[config.mk]
export PLATFORM = sky130hd
export DESIGN_NAME = lru_key_value_cache_flat
export DESIGN_NICKNAME = d
export VERILOG_FILES = /design/src/hdl/lkv_pkg.sv /design/src/hdl/lkv_if.sv /design/src/hdl/lkv_ram.sv /design/src/hdl/lkv_ctrl.sv /design/src/hdl/lkv_datapath.sv /design/src/hdl/lru_key_value_cache.sv /design/src/flat_wrapper.sv
export SDC_FILE = /design/constraint.sdc
export NUM_CORES = 2
export LEC_CHECK = 0
export BUFFER_PORTS_ARGS = -buffer_cell sky130_fd_sc_hd__buf_2
export CORE_MARGIN = 4
export CORE_UTILIZATION = 60
export DETAILED_ROUTE_END_ITERATION = 16
export PLACE_DENSITY = 0.85
export SYNTH_ARGS = -nofsm -noshare
export SYNTH_HDL_FRONTEND = slang
export SYNTH_HIERARCHICAL = 1
export SYNTH_SLANG_ARGS = --single-unit
[constraint.sdc]
create_clock -name clk -period 6.9 [get_ports clk]
set_input_delay 1.035 -clock clk [delete_from_list [all_inputs] [get_ports clk]]
set_output_delay 1.035 -clock clk [all_outputs]
set_load 0.005 [all_outputs]
[src/hdl/lkv_pkg.sv]
// ----------------------------------------------------------------------------
// lkv_pkg
// Shared types and constants for the LRU key-value cache.
// ----------------------------------------------------------------------------
package lkv_pkg;

  localparam int MAX_ENTRIES_DEF = 16;
  localparam int KEY_BITS_DEF    = 16;
  localparam int VALUE_BITS_DEF  = 32;

  localparam int             CAP_BITS  = 5;
  localparam logic [CAP_BITS-1:0] CAP_RESET = 5'd16;

  typedef enum logic {
    CMD_GET = 1'b0,
    CMD_PUT = 1'b1
  } cmd_t;

  typedef enum logic [1:0] {
    ST_IDLE,
    ST_MATCH,
    ST_UPDATE,
    ST_REPLY
  } state_t;

  typedef struct packed {
    logic capture;
    logic lookup;
    logic update;
    logic reply;
  } ctl_cmd_t;

endpackage

[src/hdl/lkv_if.sv]
// ----------------------------------------------------------------------------
// lkv_if
// Request and response channels of the LRU key-value cache.
// ----------------------------------------------------------------------------
interface lkv_req_if #(
  parameter int KEY_BITS   = lkv_pkg::KEY_BITS_DEF,
  parameter int VALUE_BITS = lkv_pkg::VALUE_BITS_DEF
);
  import lkv_pkg::*;

  logic                  valid;
  logic                  ready;
  cmd_t                  command;
  logic [KEY_BITS-1:0]   lookup_key;
  logic [VALUE_BITS-1:0] write_value;

  modport source (output valid, command, lookup_key, write_value, input ready);
  modport sink   (input valid, command, lookup_key, write_value, output ready);
endinterface

interface lkv_rsp_if #(
  parameter int KEY_BITS   = lkv_pkg::KEY_BITS_DEF,
  parameter int VALUE_BITS = lkv_pkg::VALUE_BITS_DEF
);
  logic                  valid;
  logic                  ready;
  logic                  hit;
  logic [VALUE_BITS-1:0] read_value;
  logic                  evicted;
  logic [KEY_BITS-1:0]   evicted_key;

  modport source (output valid, hit, read_value, evicted, evicted_key, input ready);
  modport sink   (input valid, hit, read_value, evicted, evicted_key, output ready);
endinterface

[src/hdl/lkv_ram.sv]
// ----------------------------------------------------------------------------
// lkv_ram
// Simple dual-port RAM, registered read, read-first on address collision.
// ----------------------------------------------------------------------------
module lkv_ram #(
  parameter int WIDTH = 32,
  parameter int DEPTH = 16
) (
  input  logic                     clk,
  input  logic                     we,
  input  logic [$clog2(DEPTH)-1:0] waddr,
  input  logic [WIDTH-1:0]         wdata,
  input  logic                     re,
  input  logic [$clog2(DEPTH)-1:0] raddr,
  output logic [WIDTH-1:0]         rdata
);

  logic [WIDTH-1:0] mem [DEPTH];

  always_ff @(posedge clk) begin
    if (we) begin
      mem[waddr] <= wdata;
    end
    if (re) begin
      rdata <= mem[raddr];
    end
  end

endmodule

[src/hdl/lkv_ctrl.sv]
// ----------------------------------------------------------------------------
// lkv_ctrl
// Item sequencer: capture, lookup, update, reply; owns the handshakes.
// ----------------------------------------------------------------------------
module lkv_ctrl (
  input  logic              clk,
  input  logic              rst,
  input  logic              in_valid,
  output logic              in_ready,
  output logic              out_valid,
  input  logic              out_ready,
  output lkv_pkg::ctl_cmd_t cmd
);
  import lkv_pkg::*;

  state_t state;
  state_t state_next;

  always_ff @(posedge clk) begin
    if (rst) begin
      state <= ST_IDLE;
    end else begin
      state <= state_next;
    end
  end

  always_comb begin
    state_next = state;
    cmd        = '0;
    in_ready   = 1'b0;
    unique case (state)
      ST_IDLE: begin
        in_ready = 1'b1;
        if (in_valid) begin
          cmd.capture = 1'b1;
          state_next  = ST_MATCH;
        end
      end
      ST_MATCH: begin
        cmd.lookup = 1'b1;
        state_next = ST_UPDATE;
      end
      ST_UPDATE: begin
        cmd.update = 1'b1;
        state_next = ST_REPLY;
      end
      ST_REPLY: begin
        if (!out_valid || out_ready) begin
          cmd.reply  = 1'b1;
          state_next = ST_IDLE;
        end
      end
      default: state_next = ST_IDLE;
    endcase
  end

  always_ff @(posedge clk) begin
    if (rst) begin
      out_valid <= 1'b0;
    end else if (cmd.reply) begin
      out_valid <= 1'b1;
    end else if (out_ready) begin
      out_valid <= 1'b0;
    end
  end

endmodule

[src/hdl/lkv_datapath.sv]
// ----------------------------------------------------------------------------
// lkv_datapath
// Key cells, recency ranks, valid bits, key/value RAMs and result register.
// ----------------------------------------------------------------------------
module lkv_datapath #(
  parameter int MAX_ENTRIES = lkv_pkg::MAX_ENTRIES_DEF,
  parameter int KEY_BITS    = lkv_pkg::KEY_BITS_DEF,
  parameter int VALUE_BITS  = lkv_pkg::VALUE_BITS_DEF
) (
  input  logic                          clk,
  input  logic                          rst,
  input  logic                          cfg_write_en,
  input  logic [lkv_pkg::CAP_BITS-1:0]  cfg_write_data,
  input  lkv_pkg::ctl_cmd_t             cmd,
  input  lkv_pkg::cmd_t                 in_command,
  input  logic [KEY_BITS-1:0]           in_key,
  input  logic [VALUE_BITS-1:0]         in_value,
  output logic                          out_hit,
  output logic [VALUE_BITS-1:0]         out_read_value,
  output logic                          out_evicted,
  output logic [KEY_BITS-1:0]           out_evicted_key
);
  import lkv_pkg::*;

  localparam int IW  = $clog2(MAX_ENTRIES);
  localparam int CW  = $clog2(MAX_ENTRIES + 1);
  localparam int CXW = (CW > CAP_BITS) ? CW : CAP_BITS;

  logic [CAP_BITS-1:0]   cap_reg;
  cmd_t                  cmd_q;
  logic [KEY_BITS-1:0]   key_q;
  logic [VALUE_BITS-1:0] val_q;

  logic                  slot_valid [MAX_ENTRIES];
  logic [KEY_BITS-1:0]   slot_key   [MAX_ENTRIES];
  logic [IW-1:0]         slot_rank  [MAX_ENTRIES];
  logic [CW-1:0]         used_count;

  logic                  match_any;
  logic [IW-1:0]         hit_idx;
  logic [IW-1:0]         hit_rank;
  logic [IW-1:0]         lru_idx;
  logic [IW-1:0]         free_idx;
  logic [CXW-1:0]        cap_ext;
  logic [CXW-1:0]        eff_cap;
  logic                  need_evict;

  logic                  hit_q;
  logic [IW-1:0]         hit_idx_q;
  logic [IW-1:0]         hit_rank_q;
  logic [IW-1:0]         lru_idx_q;
  logic [IW-1:0]         free_idx_q;
  logic                  evict_q;
  logic [IW-1:0]         target;
  logic                  is_put;
  logic                  put_miss;

  logic                  vram_we;
  logic [IW-1:0]         vram_waddr;
  logic [VALUE_BITS-1:0] vram_rdata;
  logic [KEY_BITS-1:0]   kram_rdata;

  always_ff @(posedge clk) begin
    if (rst) begin
      cap_reg <= CAP_RESET;
    end else if (cfg_write_en) begin
      cap_reg <= cfg_write_data;
    end
  end

  always_ff @(posedge clk) begin
    if (cmd.capture) begin
      cmd_q <= in_command;
      key_q <= in_key;
      val_q <= in_value;
    end
  end

  // parallel compare; lowest-index priority for free slot
  always_comb begin
    match_any = 1'b0;
    hit_idx   = '0;
    hit_rank  = '0;
    lru_idx   = '0;
    free_idx  = '0;
    for (int i = MAX_ENTRIES - 1; i >= 0; i--) begin
      if (slot_valid[i] && slot_key[i] == key_q) begin
        match_any = 1'b1;
        hit_idx   = IW'(i);
        hit_rank  = hit_rank | slot_rank[i];
      end
      if (slot_valid[i] && CW'(slot_rank[i]) == used_count - CW'(1)) begin
        lru_idx = IW'(i);
      end
      if (!slot_valid[i]) begin
        free_idx = IW'(i);
      end
    end
  end

  always_comb begin
    cap_ext = CXW'(cap_reg);
    if (cap_ext == '0) begin
      eff_cap = CXW'(1);
    end else if (cap_ext > CXW'(MAX_ENTRIES)) begin
      eff_cap = CXW'(MAX_ENTRIES);
    end else begin
      eff_cap = cap_ext;
    end
    need_evict = CXW'(used_count) >= eff_cap;
  end

  always_ff @(posedge clk) begin
    if (cmd.lookup) begin
      hit_q      <= match_any;
      hit_idx_q  <= hit_idx;
      hit_rank_q <= hit_rank;
      lru_idx_q  <= lru_idx;
      free_idx_q <= free_idx;
      evict_q    <= need_evict;
    end
  end

  assign is_put   = (cmd_q == CMD_PUT);
  assign put_miss = is_put && !hit_q;
  assign target   = evict_q ? lru_idx_q : free_idx_q;

  always_ff @(posedge clk) begin
    if (rst) begin
      for (int i = 0; i < MAX_ENTRIES; i++) begin
        slot_valid[i] <= 1'b0;
      end
      used_count <= '0;
    end else if (cmd.update && put_miss) begin
      slot_valid[target] <= 1'b1;
      if (!evict_q) begin
        used_count <= used_count + CW'(1);
      end
    end
  end

  always_ff @(posedge clk) begin
    if (cmd.update) begin
      for (int i = 0; i < MAX_ENTRIES; i++) begin
        if (hit_q) begin
          if (IW'(i) == hit_idx_q) begin
            slot_rank[i] <= '0;
          end else if (slot_valid[i] && slot_rank[i] < hit_rank_q) begin
            slot_rank[i] <= slot_rank[i] + IW'(1);
          end
        end else if (is_put) begin
          if (IW'(i) == target) begin
            slot_rank[i] <= '0;
            slot_key[i]  <= key_q;
          end else if (slot_valid[i]) begin
            slot_rank[i] <= slot_rank[i] + IW'(1);
          end
        end
      end
    end
  end

  assign vram_we    = cmd.update && is_put;
  assign vram_waddr = hit_q ? hit_idx_q : target;

  lkv_ram #(
    .WIDTH (VALUE_BITS),
    .DEPTH (MAX_ENTRIES)
  ) u_value_ram (
    .clk   (clk),
    .we    (vram_we),
    .waddr (vram_waddr),
    .wdata (val_q),
    .re    (cmd.update),
    .raddr (hit_idx_q),
    .rdata (vram_rdata)
  );

  // read-first: evicted key comes out while the new key lands in the same slot
  lkv_ram #(
    .WIDTH (KEY_BITS),
    .DEPTH (MAX_ENTRIES)
  ) u_key_ram (
    .clk   (clk),
    .we    (cmd.update && put_miss),
    .waddr (target),
    .wdata (key_q),
    .re    (cmd.update),
    .raddr (lru_idx_q),
    .rdata (kram_rdata)
  );

  always_ff @(posedge clk) begin
    if (cmd.reply) begin
      out_hit         <= hit_q;
      out_read_value  <= (!is_put && hit_q) ? vram_rdata : '0;
      out_evicted     <= put_miss && evict_q;
      out_evicted_key <= (put_miss && evict_q) ? kram_rdata : '0;
    end
  end

endmodule

[src/hdl/lru_key_value_cache.sv]
// ----------------------------------------------------------------------------
// lru_key_value_cache
// Fully associative key-value cache with least-recently-used replacement.
// ----------------------------------------------------------------------------
// Timing: a request is accepted in the idle state, then passes the compare,
//   update and reply states before its result is registered valid; a new item
//   is taken only back in idle, and a stalled result holds it in the reply state.
// Reset: synchronous; clears valid bits and entry count, capacity back to 16.
// ----------------------------------------------------------------------------
module lru_key_value_cache #(
  parameter int MAX_ENTRIES = lkv_pkg::MAX_ENTRIES_DEF,
  parameter int KEY_BITS    = lkv_pkg::KEY_BITS_DEF,
  parameter int VALUE_BITS  = lkv_pkg::VALUE_BITS_DEF
) (
  input  logic                         clk,
  input  logic                         rst,
  input  logic                         cfg_write_en,
  input  logic [lkv_pkg::CAP_BITS-1:0] cfg_write_data,
  lkv_req_if.sink                      req,
  lkv_rsp_if.source                    rsp
);
  import lkv_pkg::*;

  ctl_cmd_t cmd;

  lkv_ctrl u_ctrl (
    .clk       (clk),
    .rst       (rst),
    .in_valid  (req.valid),
    .in_ready  (req.ready),
    .out_valid (rsp.valid),
    .out_ready (rsp.ready),
    .cmd       (cmd)
  );

  lkv_datapath #(
    .MAX_ENTRIES (MAX_ENTRIES),
    .KEY_BITS    (KEY_BITS),
    .VALUE_BITS  (VALUE_BITS)
  ) u_datapath (
    .clk             (clk),
    .rst             (rst),
    .cfg_write_en    (cfg_write_en),
    .cfg_write_data  (cfg_write_data),
    .cmd             (cmd),
    .in_command      (req.command),
    .in_key          (req.lookup_key),
    .in_value        (req.write_value),
    .out_hit         (rsp.hit),
    .out_read_value  (rsp.read_value),
    .out_evicted     (rsp.evicted),
    .out_evicted_key (rsp.evicted_key)
  );

endmodule

[src/flat_wrapper.sv]
// flat-port wrapper written by rule: the top's interface ports become plain ports
module lru_key_value_cache_flat import lkv_pkg::*;
#(
  parameter int MAX_ENTRIES = lkv_pkg::MAX_ENTRIES_DEF,
  parameter int KEY_BITS    = lkv_pkg::KEY_BITS_DEF,
  parameter int VALUE_BITS  = lkv_pkg::VALUE_BITS_DEF
)
  (clk, rst, cfg_write_en, cfg_write_data, req_valid, req_command, req_lookup_key, req_write_value, req_ready, rsp_valid, rsp_hit, rsp_read_value, rsp_evicted, rsp_evicted_key, rsp_ready);
  lkv_req_if #(.KEY_BITS(KEY_BITS), .VALUE_BITS(VALUE_BITS)) req_i ();
  lkv_rsp_if #(.KEY_BITS(KEY_BITS), .VALUE_BITS(VALUE_BITS)) rsp_i ();
  input  logic clk;
  input  logic rst;
  input  logic cfg_write_en;
  input  logic [lkv_pkg::CAP_BITS-1:0] cfg_write_data;
  input wire logic [$bits(req_i.valid)-1:0] req_valid;
  input wire logic [$bits(req_i.command)-1:0] req_command;
  input wire logic [$bits(req_i.lookup_key)-1:0] req_lookup_key;
  input wire logic [$bits(req_i.write_value)-1:0] req_write_value;
  output wire logic [$bits(req_i.ready)-1:0] req_ready;
  output wire logic [$bits(rsp_i.valid)-1:0] rsp_valid;
  output wire logic [$bits(rsp_i.hit)-1:0] rsp_hit;
  output wire logic [$bits(rsp_i.read_value)-1:0] rsp_read_value;
  output wire logic [$bits(rsp_i.evicted)-1:0] rsp_evicted;
  output wire logic [$bits(rsp_i.evicted_key)-1:0] rsp_evicted_key;
  input wire logic [$bits(rsp_i.ready)-1:0] rsp_ready;
  assign req_i.valid = req_valid;
  assign req_i.command = req_command;
  assign req_i.lookup_key = req_lookup_key;
  assign req_i.write_value = req_write_value;
  assign req_ready = req_i.ready;
  assign rsp_valid = rsp_i.valid;
  assign rsp_hit = rsp_i.hit;
  assign rsp_read_value = rsp_i.read_value;
  assign rsp_evicted = rsp_i.evicted;
  assign rsp_evicted_key = rsp_i.evicted_key;
  assign rsp_i.ready = rsp_ready;
  lru_key_value_cache #(.MAX_ENTRIES(MAX_ENTRIES), .KEY_BITS(KEY_BITS), .VALUE_BITS(VALUE_BITS)) u_core (.clk(clk), .rst(rst), .cfg_write_en(cfg_write_en), .cfg_write_data(cfg_write_data), .req(req_i), .rsp(rsp_i));
endmodule
==> flow_summary.json <==
{
  "layout.core_utilization_pct": 67.23,
  "clk-insertion-delay-late_ps": 760,
  "number_of_global_route_vias_before_repair": 29216,
  "worst_slew_margin_rel_pct": 8.904,
  "worstPathMaxFanout": 52,
  "syn-cell-area_um2": 52610,
  "grt_use_total_pct": 28.33,
  "ir_drop_uv": 309.1,
  "post_layout_nonfiller_instances": 4345,
  "critical-path-top-cell-by-count": "nor2_1",
  "cap_viol_max_count": 0,
  "vias_per_cell": 6.600,
  "cts_setup_buffers": 0,
  "tightestPinTransition_ps": 1361,
  "fin_hold_ws_ps": 458.1,
  "synth_async_sr_flop_share_pct": 0,
  "power.share.switching_pct": 27.63,
  "p_leak_nw": 19.20,
  "timing.critical_path.from_type": "flop",
  "drt-pass1-iter-count": 7,
  "report.final.setup_viol": 0,
  "crit_required_ps": 7200,
  "post_route_cells_drive_above_1_share_pct": 18.62,
  "min_period_over_period_pct": 65.66,
  "rsz0062_at_grt": "false",
  "crit-reg2reg-launch": "u_core/u_ctrl/state[0]",
  "setup.worst_path.end_class": "flop",
  "worstSetupPathType": "reg -> reg",
  "critPathTopFamily": "simple AND/OR/NAND/NOR gates",
  "cts.root.buffer_cell": "clkbuf_16",
  "clock_power_share_pct": 33.5,
  "layout.cells.most_common_list": "1253 x edfxtp_1, 209 x xor2_1, 182 x mux4_2, 151 x nor2_1, 146 x xnor2_1",
  "cts_made_buffers": 119,
  "detailedPlacementHpwl_um": 72590,
  "grt_antenna_before_repair": 1,
  "critical_path.startpoint": "u_core/u_ctrl/state[0]",
  "clock-sinks": 1282,
  "clkSlewWorstSetupHoldPaths_ps": 60,
  "ant_nets": 0,
  "power.share.combinational_pct": 16.6,
  "holdCritStartpoint": "req_write_value[20]",
  "powerDensity_nw_per_um2": 333.6,
  "mostFrequentLayoutCell": "edfxtp_1",
  "yosysWarnings": 6,
  "globalRoute.totalOverflow": 0,
  "vias": 28677,
  "cp_slowest_stage_delay_ps": 840,
  "outcome": "finished, final reports clean",
  "p_int_mw": 14.10,
  "avgRoutedWirePerCell_um": 30.27,
  "timing.critical_path.cells": "inv_1 > ha_4 > and2_1 > nand2b_1 > inv_1 > nand3_1 > nor2_1 > buf_4 > nor2_1 > nor2_1 > a21oi_1 > o21ai_0",
  "vertical_die_dimension_um": 304.1,
  "drt_iter0_drc": 4020,
  "slew_violations": 0,
  "nNetsFinal": 3224,
  "design.die.area_um2": 92490,
  "power.share.sequential_pct": 49.9,
  "grt_pass1_wl_um": 195400,
  "syn_area_per_cell_um2": 17.96,
  "antenna-diode-count": 0,
  "total_of_buffers_placed_on_input_and_output_ports": 110,
  "worst_path_max_delay_cell": "ha_4",
  "ctsResizeCount": 0,
  "die_w_um": 304.1,
  "clock_tree_from_tritoncts": "done",
  "synthesis.instances": 2930,
  "gp_routability_congestion": 0.9339,
  "power_switching_mw": 5.384,
  "boundaryPins": 111,
  "finalHoldViolCount": 0,
  "count_of_unique_library_cells_instantiated_by_yosys": 67,
  "cts_hold_buffers": 0,
  "fmaxAchievable_mhz": 220.7,
  "post_synth_edffs": 1253,
  "layout_min_cycle_time_ps": 4531,
  "synth_top_flop_cell": "edfxtp_1",
  "drc_errors": 0,
  "max-clock-path-buffers": 3,
  "hp-class": "in -> reg",
  "postSynthNetCount": 3064,
  "area.growth.synth_to_final_pct": 11.02,
  "worst_ep_arrival_time_ps": 4840,
  "numPlacedInstances": 4124,
  "cts_max_level": 3,
  "cp_num_buf_inv": 3,
  "tns_ps": 0,
  "synth.ff_latch_count": 1282,
  "core_area_um2": 86890,
  "final.setup_skew_ps": 102.0,
  "initial_utilization_pct": 60.55,
  "grt_max_degree": 134,
  "wl_um": 131500,
  "synth-seq-area-share_pct": 72.62,
  "fp-row-count": 108
}
## final cells by class
class                           instances  area (um^2)
Clock buffer                          142         3085
Clock inverter                         79        797.0
Fill cell                            5268        28470
Inverter                               42        157.7
Multi-Input combinational cell       1476        13720
Sequential cell                      1282        38210
Tap cell                             1155         1445
Timing Repair Buffer                  169         1006
## final timing paths
check | slack (ps) | end | cells after the start
worst max-delay path | 2370 | u_core/u_datapath/slot_rank[1][3] | 12
worst min-delay path | 460 | u_core/u_datapath/val_q[20] | 1
worst max register to register | 2370 | u_core/u_datapath/slot_rank[1][3] | 12
worst min register to register | 510 | u_core/u_datapath/out_read_value[29] | 1
## logic make-up after synthesis
group	Yosys count	share of synthesized area, %
compound gates	242	3.348
xor+xnor	359	6.088
fa+ha+maj	75	1.784
buf+inv	172	1.738
flops	1282	72.62
mux	204	8.533
simple gates	596	5.891
## sequential cells by signal (all words and copies together) (netlist names), 5 cells and up
name                                 count
u_core/u_datapath/slot_rank             64
u_core/u_datapath/val_q                 32
u_core/u_datapath/u_value_ram/mem      512
u_core/u_datapath/u_value_ram/rdata     32
u_core/u_datapath/out_evicted_key       16
u_core/u_datapath/u_key_ram/mem        256
u_core/u_datapath/slot_valid            16
u_core/u_datapath/used_count             5
u_core/u_datapath/out_read_value        32
u_core/u_datapath/slot_key             256
u_core/u_datapath/key_q                 16
u_core/u_datapath/cap_ext                5
u_core/u_datapath/u_key_ram/rdata       16
## Yosys cell counts, types with 4 or more instances
cell,count,area share [%]
mux2_2,6,0.13
inv_1,42,0.30
buf_2,28,0.27
or2_2,17,0.20
ha_1,75,1.8
xnor2_1,146,2.4
o21ai_0,26,0.25
nand3_1,44,0.42
a22oi_1,106,1.5
a2111oi_0,9,0.15
nor3b_1,6,0.086
and2_1,58,0.69
dfxtp_1,29,1.1
xor2_1,209,3.5
nand2_1,81,0.58
nand4_1,49,0.58
a22o_1,16,0.27
nand3b_1,4,0.057
a221oi_1,16,0.27
nor2_1,166,1.2
mux2i_1,6,0.11
clkbuf_1,48,0.34
nand2b_1,32,0.38
a21oi_1,24,0.23
a31oi_1,5,0.059
mux4_1,10,0.50
o221ai_1,11,0.18
buf_6,18,0.39
buf_4,22,0.31
nor3_1,41,0.39
edfxtp_1,1253,72
mux4_2,182,7.8
or4_1,6,0.086
a32oi_1,6,0.10
buf_1,13,0.093
and3_1,5,0.059
nor4_1,37,0.44
nor2b_1,31,0.37
## per-stage QoR
stage	setup slack (ps)	total power [mW]	area (um^2)
6_report	2369	19.49	58410
5_1_grt	2106	20.15	58410
4_1_cts	2050	19.52	58390
3_5_place_dp	2133	12.98	54500
3_3_place_gp	2340	12.80	54500
2_1_floorplan	1739	11.90	52610
## worst register-to-register path: cells and delay by family (launching register included)
kind,cells,cell delay (ps)
AND/OR/NAND/NOR,6,1420
buffers and inverters,3,1190
adder cells (fa/ha/maj),1,840
flip-flops,1,330
AO/OA/AOI/OAI,2,310
## power by group through the flow
stage               Combinational (mW)  Clock, mW  Sequential [mW]
floorplan                         2.16          0             9.74
global placement                  2.99          0             9.81
detailed placement                3.12          0             9.86
CTS                               3.21       6.60             9.71
global route                      3.43       6.97             9.76
finish                            3.23       6.53             9.73
## per-layer routing
metal	share of wire (%)	up-vias	track usage, %
li1	-	11816	-
met1	37	14598	38.90
met3	11	286	5.268
met5	0.014	-	0
met2	50	1975	47.20
met4	2.8	2	8.221
No activity file was read; power rests on OpenSTA's default activity.
